$ cat src/rtl/ktc_pkg.sv
package ktc_pkg;

    localparam int WINDOW_BYTES_DEF = 12;
    localparam int KW_MAX_LEN       = 12;
    localparam int KW_BITS          = 8 * KW_MAX_LEN;
    localparam int HIGH_WORDS       = 10;
    localparam int ELEV_WORDS       = 14;

    localparam logic [7:0] CHAR_LT     = 8'h3C;
    localparam logic [7:0] CHAR_GT     = 8'h3E;
    localparam logic [7:0] CHAR_UP_A   = 8'h41;
    localparam logic [7:0] CHAR_UP_Z   = 8'h5A;
    localparam logic [7:0] CASE_OFFSET = 8'd32;

    localparam logic [1:0] CLASS_NORMAL   = 2'd0;
    localparam logic [1:0] CLASS_ELEVATED = 2'd1;
    localparam logic [1:0] CLASS_HIGH     = 2'd2;

    // keywords sit right-aligned: the last character is in bits [7:0]
    localparam bit [KW_BITS-1:0] HIGH_KW [HIGH_WORDS] = '{
        KW_BITS'("revolution"), KW_BITS'("hack"),    KW_BITS'("exploit"),
        KW_BITS'("attack"),     KW_BITS'("breach"),  KW_BITS'("overthrow"),
        KW_BITS'("destroy"),    KW_BITS'("weapon"),  KW_BITS'("war"),
        KW_BITS'("bomb")
    };
    localparam int HIGH_LEN [HIGH_WORDS] = '{10, 4, 7, 6, 6, 9, 7, 6, 3, 4};

    localparam bit [KW_BITS-1:0] ELEV_KW [ELEV_WORDS] = '{
        KW_BITS'("surveillance"), KW_BITS'("privacy"),  KW_BITS'("resistance"),
        KW_BITS'("protest"),      KW_BITS'("rebel"),    KW_BITS'("encrypt"),
        KW_BITS'("anonymous"),    KW_BITS'("leak"),     KW_BITS'("whistleblow"),
        KW_BITS'("dissent"),      KW_BITS'("activist"), KW_BITS'("censorship"),
        KW_BITS'("freedom"),      KW_BITS'("liberation")
    };
    localparam int ELEV_LEN [ELEV_WORDS] = '{12, 7, 10, 7, 5, 7, 9, 4, 11, 7, 8, 10, 7, 10};

    typedef struct packed {
        logic high;
        logic elev;
    } t_hits;

endpackage

$ cat src/rtl/ktc_match.sv
module ktc_match #(
    parameter int WINDOW_BYTES = ktc_pkg::WINDOW_BYTES_DEF
) (
    input  logic [8*WINDOW_BYTES-1:0] i_window,  // byte k at [8k+:8], newest at top
    output ktc_pkg::t_hits            o_hits
);
    import ktc_pkg::*;

    logic [HIGH_WORDS-1:0] w_high_hit;
    logic [ELEV_WORDS-1:0] w_elev_hit;

    // compare each keyword against the suffix of its own length, all in parallel
    always_comb begin
        for (int w = 0; w < HIGH_WORDS; w++) begin
            w_high_hit[w] = 1'b1;
            for (int j = 0; j < KW_MAX_LEN; j++) begin
                if (j < HIGH_LEN[w] &&
                    i_window[8*(WINDOW_BYTES-1-j) +: 8] != HIGH_KW[w][8*j +: 8]) begin
                    w_high_hit[w] = 1'b0;
                end
            end
        end
        for (int w = 0; w < ELEV_WORDS; w++) begin
            w_elev_hit[w] = 1'b1;
            for (int j = 0; j < KW_MAX_LEN; j++) begin
                if (j < ELEV_LEN[w] &&
                    i_window[8*(WINDOW_BYTES-1-j) +: 8] != ELEV_KW[w][8*j +: 8]) begin
                    w_elev_hit[w] = 1'b0;
                end
            end
        end
    end

    assign o_hits.high = |w_high_hit;
    assign o_hits.elev = |w_elev_hit;

endmodule

$ cat src/rtl/keyword_threat_classifier.sv
// A post's class appears on the master side once its final byte has passed the input
// register and the keyword match into the result register.
// Throughput: one byte per cycle; the keyword compare is one combinational pass.
// The input stage stalls only when it holds a final byte and the result is not taken.
// Reset (synchronous, active low) clears the window, match flags, tag state and valids.
module keyword_threat_classifier #(
    parameter int WINDOW_BYTES = ktc_pkg::WINDOW_BYTES_DEF
) (
    input  logic       i_clk,
    input  logic       i_rst_n,
    input  logic       i_s_tvalid,
    output logic       o_s_tready,
    input  logic [7:0] i_s_tdata,   // [7:0] text_byte
    input  logic       i_s_tlast,   // end_of_post
    output logic       o_m_tvalid,
    input  logic       i_m_tready,
    output logic [7:0] o_m_tdata    // [1:0] threat_class, [7:2] zero
);
    import ktc_pkg::*;

    logic       r_in_valid;
    logic [7:0] r_byte;
    logic       r_last;

    logic [7:0] r_recent [WINDOW_BYTES-1];
    logic       r_high;
    logic       r_elev;
    logic       r_inside;

    logic       r_out_valid;
    logic [1:0] r_class;

    logic                    w_consume;
    logic                    w_take;
    logic [7:0]              w_char;
    logic [8*WINDOW_BYTES-1:0] w_window;
    t_hits                   w_hits;
    logic                    n_high;
    logic                    n_elev;
    logic [1:0]              n_class;

    // a final byte may advance only if the result register is free
    assign w_consume  = r_in_valid && (!r_last || !r_out_valid || i_m_tready);
    assign o_s_tready = !r_in_valid || w_consume;

    assign w_take = (r_byte != CHAR_LT) && (r_byte != CHAR_GT) && !r_inside;
    assign w_char = (r_byte >= CHAR_UP_A && r_byte <= CHAR_UP_Z) ?
                    (r_byte + CASE_OFFSET) : r_byte;

    always_comb begin
        for (int k = 0; k < WINDOW_BYTES - 1; k++) begin
            w_window[8*k +: 8] = r_recent[k];
        end
        w_window[8*(WINDOW_BYTES-1) +: 8] = w_char;
    end

    ktc_match #(
        .WINDOW_BYTES(WINDOW_BYTES)
    ) u_match (
        .i_window(w_window),
        .o_hits  (w_hits)
    );

    assign n_high = r_high || (w_take && w_hits.high);
    assign n_elev = r_elev || (w_take && w_hits.elev);

    always_comb begin
        if (n_high) begin
            n_class = CLASS_HIGH;
        end else if (n_elev) begin
            n_class = CLASS_ELEVATED;
        end else begin
            n_class = CLASS_NORMAL;
        end
    end

    always_ff @(posedge i_clk) begin
        if (!i_rst_n) begin
            r_in_valid <= 1'b0;
        end else if (o_s_tready) begin
            r_in_valid <= i_s_tvalid;
        end
        if (o_s_tready && i_s_tvalid) begin
            r_byte <= i_s_tdata;
            r_last <= i_s_tlast;
        end
    end

    always_ff @(posedge i_clk) begin
        if (!i_rst_n) begin
            for (int k = 0; k < WINDOW_BYTES - 1; k++) begin
                r_recent[k] <= '0;
            end
            r_high   <= 1'b0;
            r_elev   <= 1'b0;
            r_inside <= 1'b0;
        end else if (w_consume) begin
            if (r_last) begin
                // end of post: clear the window, match flags and tag state for the next one
                for (int k = 0; k < WINDOW_BYTES - 1; k++) begin
                    r_recent[k] <= '0;
                end
                r_high   <= 1'b0;
                r_elev   <= 1'b0;
                r_inside <= 1'b0;
            end else begin
                if (r_byte == CHAR_LT) begin
                    r_inside <= 1'b1;
                end else if (r_byte == CHAR_GT) begin
                    r_inside <= 1'b0;
                end
                if (w_take) begin
                    for (int k = 0; k < WINDOW_BYTES - 1; k++) begin
                        r_recent[k] <= w_window[8*(k+1) +: 8];
                    end
                end
                r_high <= n_high;
                r_elev <= n_elev;
            end
        end
    end

    always_ff @(posedge i_clk) begin
        if (!i_rst_n) begin
            r_out_valid <= 1'b0;
        end else if (w_consume && r_last) begin
            r_out_valid <= 1'b1;
        end else if (i_m_tready) begin
            r_out_valid <= 1'b0;
        end
        if (w_consume && r_last) begin
            r_class <= n_class;
        end
    end

    assign o_m_tvalid = r_out_valid;
    assign o_m_tdata  = {6'b0, r_class};

    a_stall_cause: assert property (@(posedge i_clk) disable iff (!i_rst_n)
        !o_s_tready |-> (r_in_valid && r_last && r_out_valid && !i_m_tready))
        else $error("input stalled without a pending result");

    a_post_clear: assert property (@(posedge i_clk) disable iff (!i_rst_n)
        (w_consume && r_last) |=> (!r_high && !r_elev && !r_inside && o_m_tvalid))
        else $error("state not cleared or result missing after end of post");

    a_tag_open: assert property (@(posedge i_clk) disable iff (!i_rst_n)
        (w_consume && !r_last && r_byte == CHAR_LT) |=> r_inside)
        else $error("opening bracket did not enter tag");

    a_class_code: assert property (@(posedge i_clk) disable iff (!i_rst_n)
        o_m_tvalid |-> (r_class == CLASS_NORMAL || r_class == CLASS_ELEVATED ||
                        r_class == CLASS_HIGH))
        else $error("undefined class code");

endmodule
$ cat config.mk
export PLATFORM = sky130hd
export DESIGN_NAME = keyword_threat_classifier
export DESIGN_NICKNAME = d
export VERILOG_FILES = /design/src/rtl/ktc_pkg.sv /design/src/rtl/ktc_match.sv /design/src/rtl/keyword_threat_classifier.sv
export SDC_FILE = /design/constraint.sdc
export NUM_CORES = 1
export LEC_CHECK = 0
export ABC_AREA = 1
export BUFFER_PORTS_ARGS = -buffer_cell sky130_fd_sc_hd__buf_2
export CORE_UTILIZATION = 40
export CTS_CLUSTER_SIZE = 30
export DETAILED_ROUTE_END_ITERATION = 7
export PLACE_DENSITY = 0.53
export SYNTH_ARGS = -nofsm -noshare
export SYNTH_HDL_FRONTEND = slang
export SYNTH_SLANG_ARGS = --single-unit
$ cat constraint.sdc
create_clock -name i_clk -period 5.3 [get_ports i_clk]
set_input_delay 1.06 -clock i_clk [delete_from_list [all_inputs] [get_ports i_clk]]
set_output_delay 1.06 -clock i_clk [all_outputs]
set_load 0.01 [all_outputs]
==> qor.yml <==
finish:
  n_antenna_cell: 0
  multi_input_area_sq_mm: 0.00229
  drive_gt1_share_pct: 7.82
  ff_latch_area_sq_mm: 0.00307
  final_cells: 977
  syn2layout_area_growth_pct: 8.82
  nFillCells: 1474
  finalNetCount: 802
global_routing:
  antenna_found_initial: 0
  grt_pass1_wl_um: 24800
  grtUsageTotal_pct: 22.6
  grt_pass1_vias: 4541
  grt_max_degree: 90
  grt_overflow_total: 0
cts:
  clk_path_buf_depth: 2
  htree_num_levels: 3
  post-cts-setup-buffers: 0
  cts_sinks: 104
  cts_tree: "built"
  cts_buffers: 9
  clkTransAtPathRegs_ps: 70
  cts_resized: 0
  cts_hold_buf: 0
  clock_latency_ps: 350
  root_buffer: "clkbuf_16"
sta:
  setup_tns_ps: 0
  slew_headroom_pct: 27.9
  finalSetupViolCount: 0
  finalHoldViolCount: 0
  final_max_slew_viol_count: 0
  rsz0062_at_grt: "false"
  holdWs_ps: 496
  worst-slew-pin-transition_ps: 1080
  max_freq_mhz: 344
  finClkSkew_ps: 7.57
  finalCriticalPeriod_ps: 2900
  min_period_over_period_pct: 54.8
floorplanning:
  die_area_sq_mm: 0.0153
  rows: 44
  die_w_um: 124
  start_util_pct: 40.9
  core_area_sq_mm: 0.0145
  ios: 23
  die_h_um: 124
power:
  ir_drop_mv: 0.169
  power_per_cell_area_mw_per_mm2: 272
  cellLeakagePower_nw: 2.54
  p_total_mw: 1.76
place:
  dp.cells: 961
  gp_congestion: 0.979
  dpl.hpwl_um: 12900
  place.port_buffers: 16
synthesis:
  yosys_warnings: 0
  synth_cells: 770
  synth.yosys.seq_area_share_pct: 51.8
  synth_seq_cells: 104
  yosysTopAreaCell: "edfxtp_1"
  syn_area_per_cell_sq_um: 7.70
  synth.top_cell.area_share_pct: 50.2
  synth_edf_count: 99
  synth-async-reset-ratio_pct: 0
  synth_common_cells: "nor2_1 (230), nand2_1 (148), inv_1 (128)"
  yosysMostFrequentCell: "nor2_1"
  synth_area_sq_mm: 0.00593
  synthFlopType: "edfxtp_1"
  synth.area.top_cells: "edfxtp_1 (50%), nor2_1 (15%), nand2_1 (9.4%), inv_1 (8.1%), nand3_1 (3.6%)"
  synth_cell_types: 30
route:
  drtIter0Drc: 426
  ant_nets: 0
  drc: 0
  avgRoutedWirePerCell_um: 16.9
  vias_per_cell: 4.99
  vias: 4874
  routed_wl_um: 16500
  firstDrtPassIters: 5
setup_path:
  rr_startpoint: "r_byte[6]"
  reg2reg_slack_ps: 2400
  crit_type: "reg -> reg"
  r2r-end: "r_recent[9][3]"
  cp_max_fo: 89
  cp.required_ps: 5270
  worstPathArrival_ps: 2870
  cp-start-kind: "register"
  ff2ff_path_depth: 7
  crit_path_end_kind: "register"
worst_hold_path:
  holdCritPathClass: "reg -> reg"
  hp-start: "r_elev"
  whs_endpoint: "r_elev"
  whs_path_depth: 2
outcome:
  status: "completed"
flow_run:
  maxCapViolations: 0
[cell usage in the layout (no fill, tap or decap), types with 2 or more instances in the layout]
master,instances
dfxtp_1,5
inv_2,6
a21oi_1,6
nand2_4,2
clkbuf_1,2
conb_1,6
nand3b_1,7
o21ai_0,3
edfxtp_1,99
clkinv_4,2
nor2_2,6
nor4_1,2
nor3_1,22
nor2_1,230
inv_1,128
nand2_1,146
clkbuf_16,9
nand3_1,43
buf_2,16
a21oi_2,2
nor2_4,4
nand2_2,7
nand4_1,27
[area by class of cell]
cell class	instances	area share (%)
clock inverters	5	0.524
flip-flops and latches	104	47.6
multi-input cells	522	35.5
clock buffers	11	3.61
well taps	184	3.57
repair buffers	17	1.36
inverters	134	7.80
[registers in the layout (all words and copies together) (netlist names)]
signal / cells
r_in_valid: 1
o_m_tvalid: 1
r_class: 2
r_high: 1
r_byte: 8
r_inside: 1
r_elev: 1
r_last: 1
r_recent: 88
[worst max-delay path, cell delays in order (launching register included)]
cell and delay [ps]:
edfxtp_1 450, inv_1 160, nand4_1 130, nor3_1 290
nor2_1 140, nand2_2 110, buf_4 680, nand2_1 520
[power breakdown]
group          switching (mW)  internal (mW)  total [mW]
registers              0.0364          0.952       0.988
clock network           0.301          0.319       0.620
logic                   0.114         0.0334       0.148
total                   0.452           1.30        1.76
[metrics by stage]
step | setup slack [ps] | utilization [%] | area, sq um
finish | 2400 | 44.5 | 6450
global route | 2110 | 44.5 | 6450
CTS | 2360 | 44.5 | 6450
detailed placement | 2220 | 42.7 | 6180
global placement | 2300 | 42.7 | 6180
floorplan | 1580 | - | 5950
[cells by family after synthesis]
| family | synth area share [%] |
|---|---|
| and+or+nand+nor | 36.4 |
| buffers and inverters | 10.0 |
| DFF | 51.8 |
| AOI/OAI and AO/OA | 1.44 |
| adders and majority gates | 0.211 |
| other | 0.0633 |
[worst max path at each step]
stage                     from              to
floorplan              i_rst_n  r_recent[0][0]
global placement       i_rst_n  r_recent[9][1]
detailed placement  i_m_tready  r_recent[8][0]
CTS                  r_byte[6]  r_recent[9][3]
global route         r_byte[6]  r_recent[9][4]
finish               r_byte[6]  r_recent[9][3]
[per-layer routing]
metal / up-vias / GRT usage (%) / part of all wire, %
li1: 2457 / - / -
met3: 19 / 4.21 / 3.8
met4: 0 / 5.57 / 1.5
met5: - / 0 / 0
met1: 2300 / 30.3 / 48
met2: 98 / 37.4 / 47
Note: power is estimated with default switching activity, not from simulation.
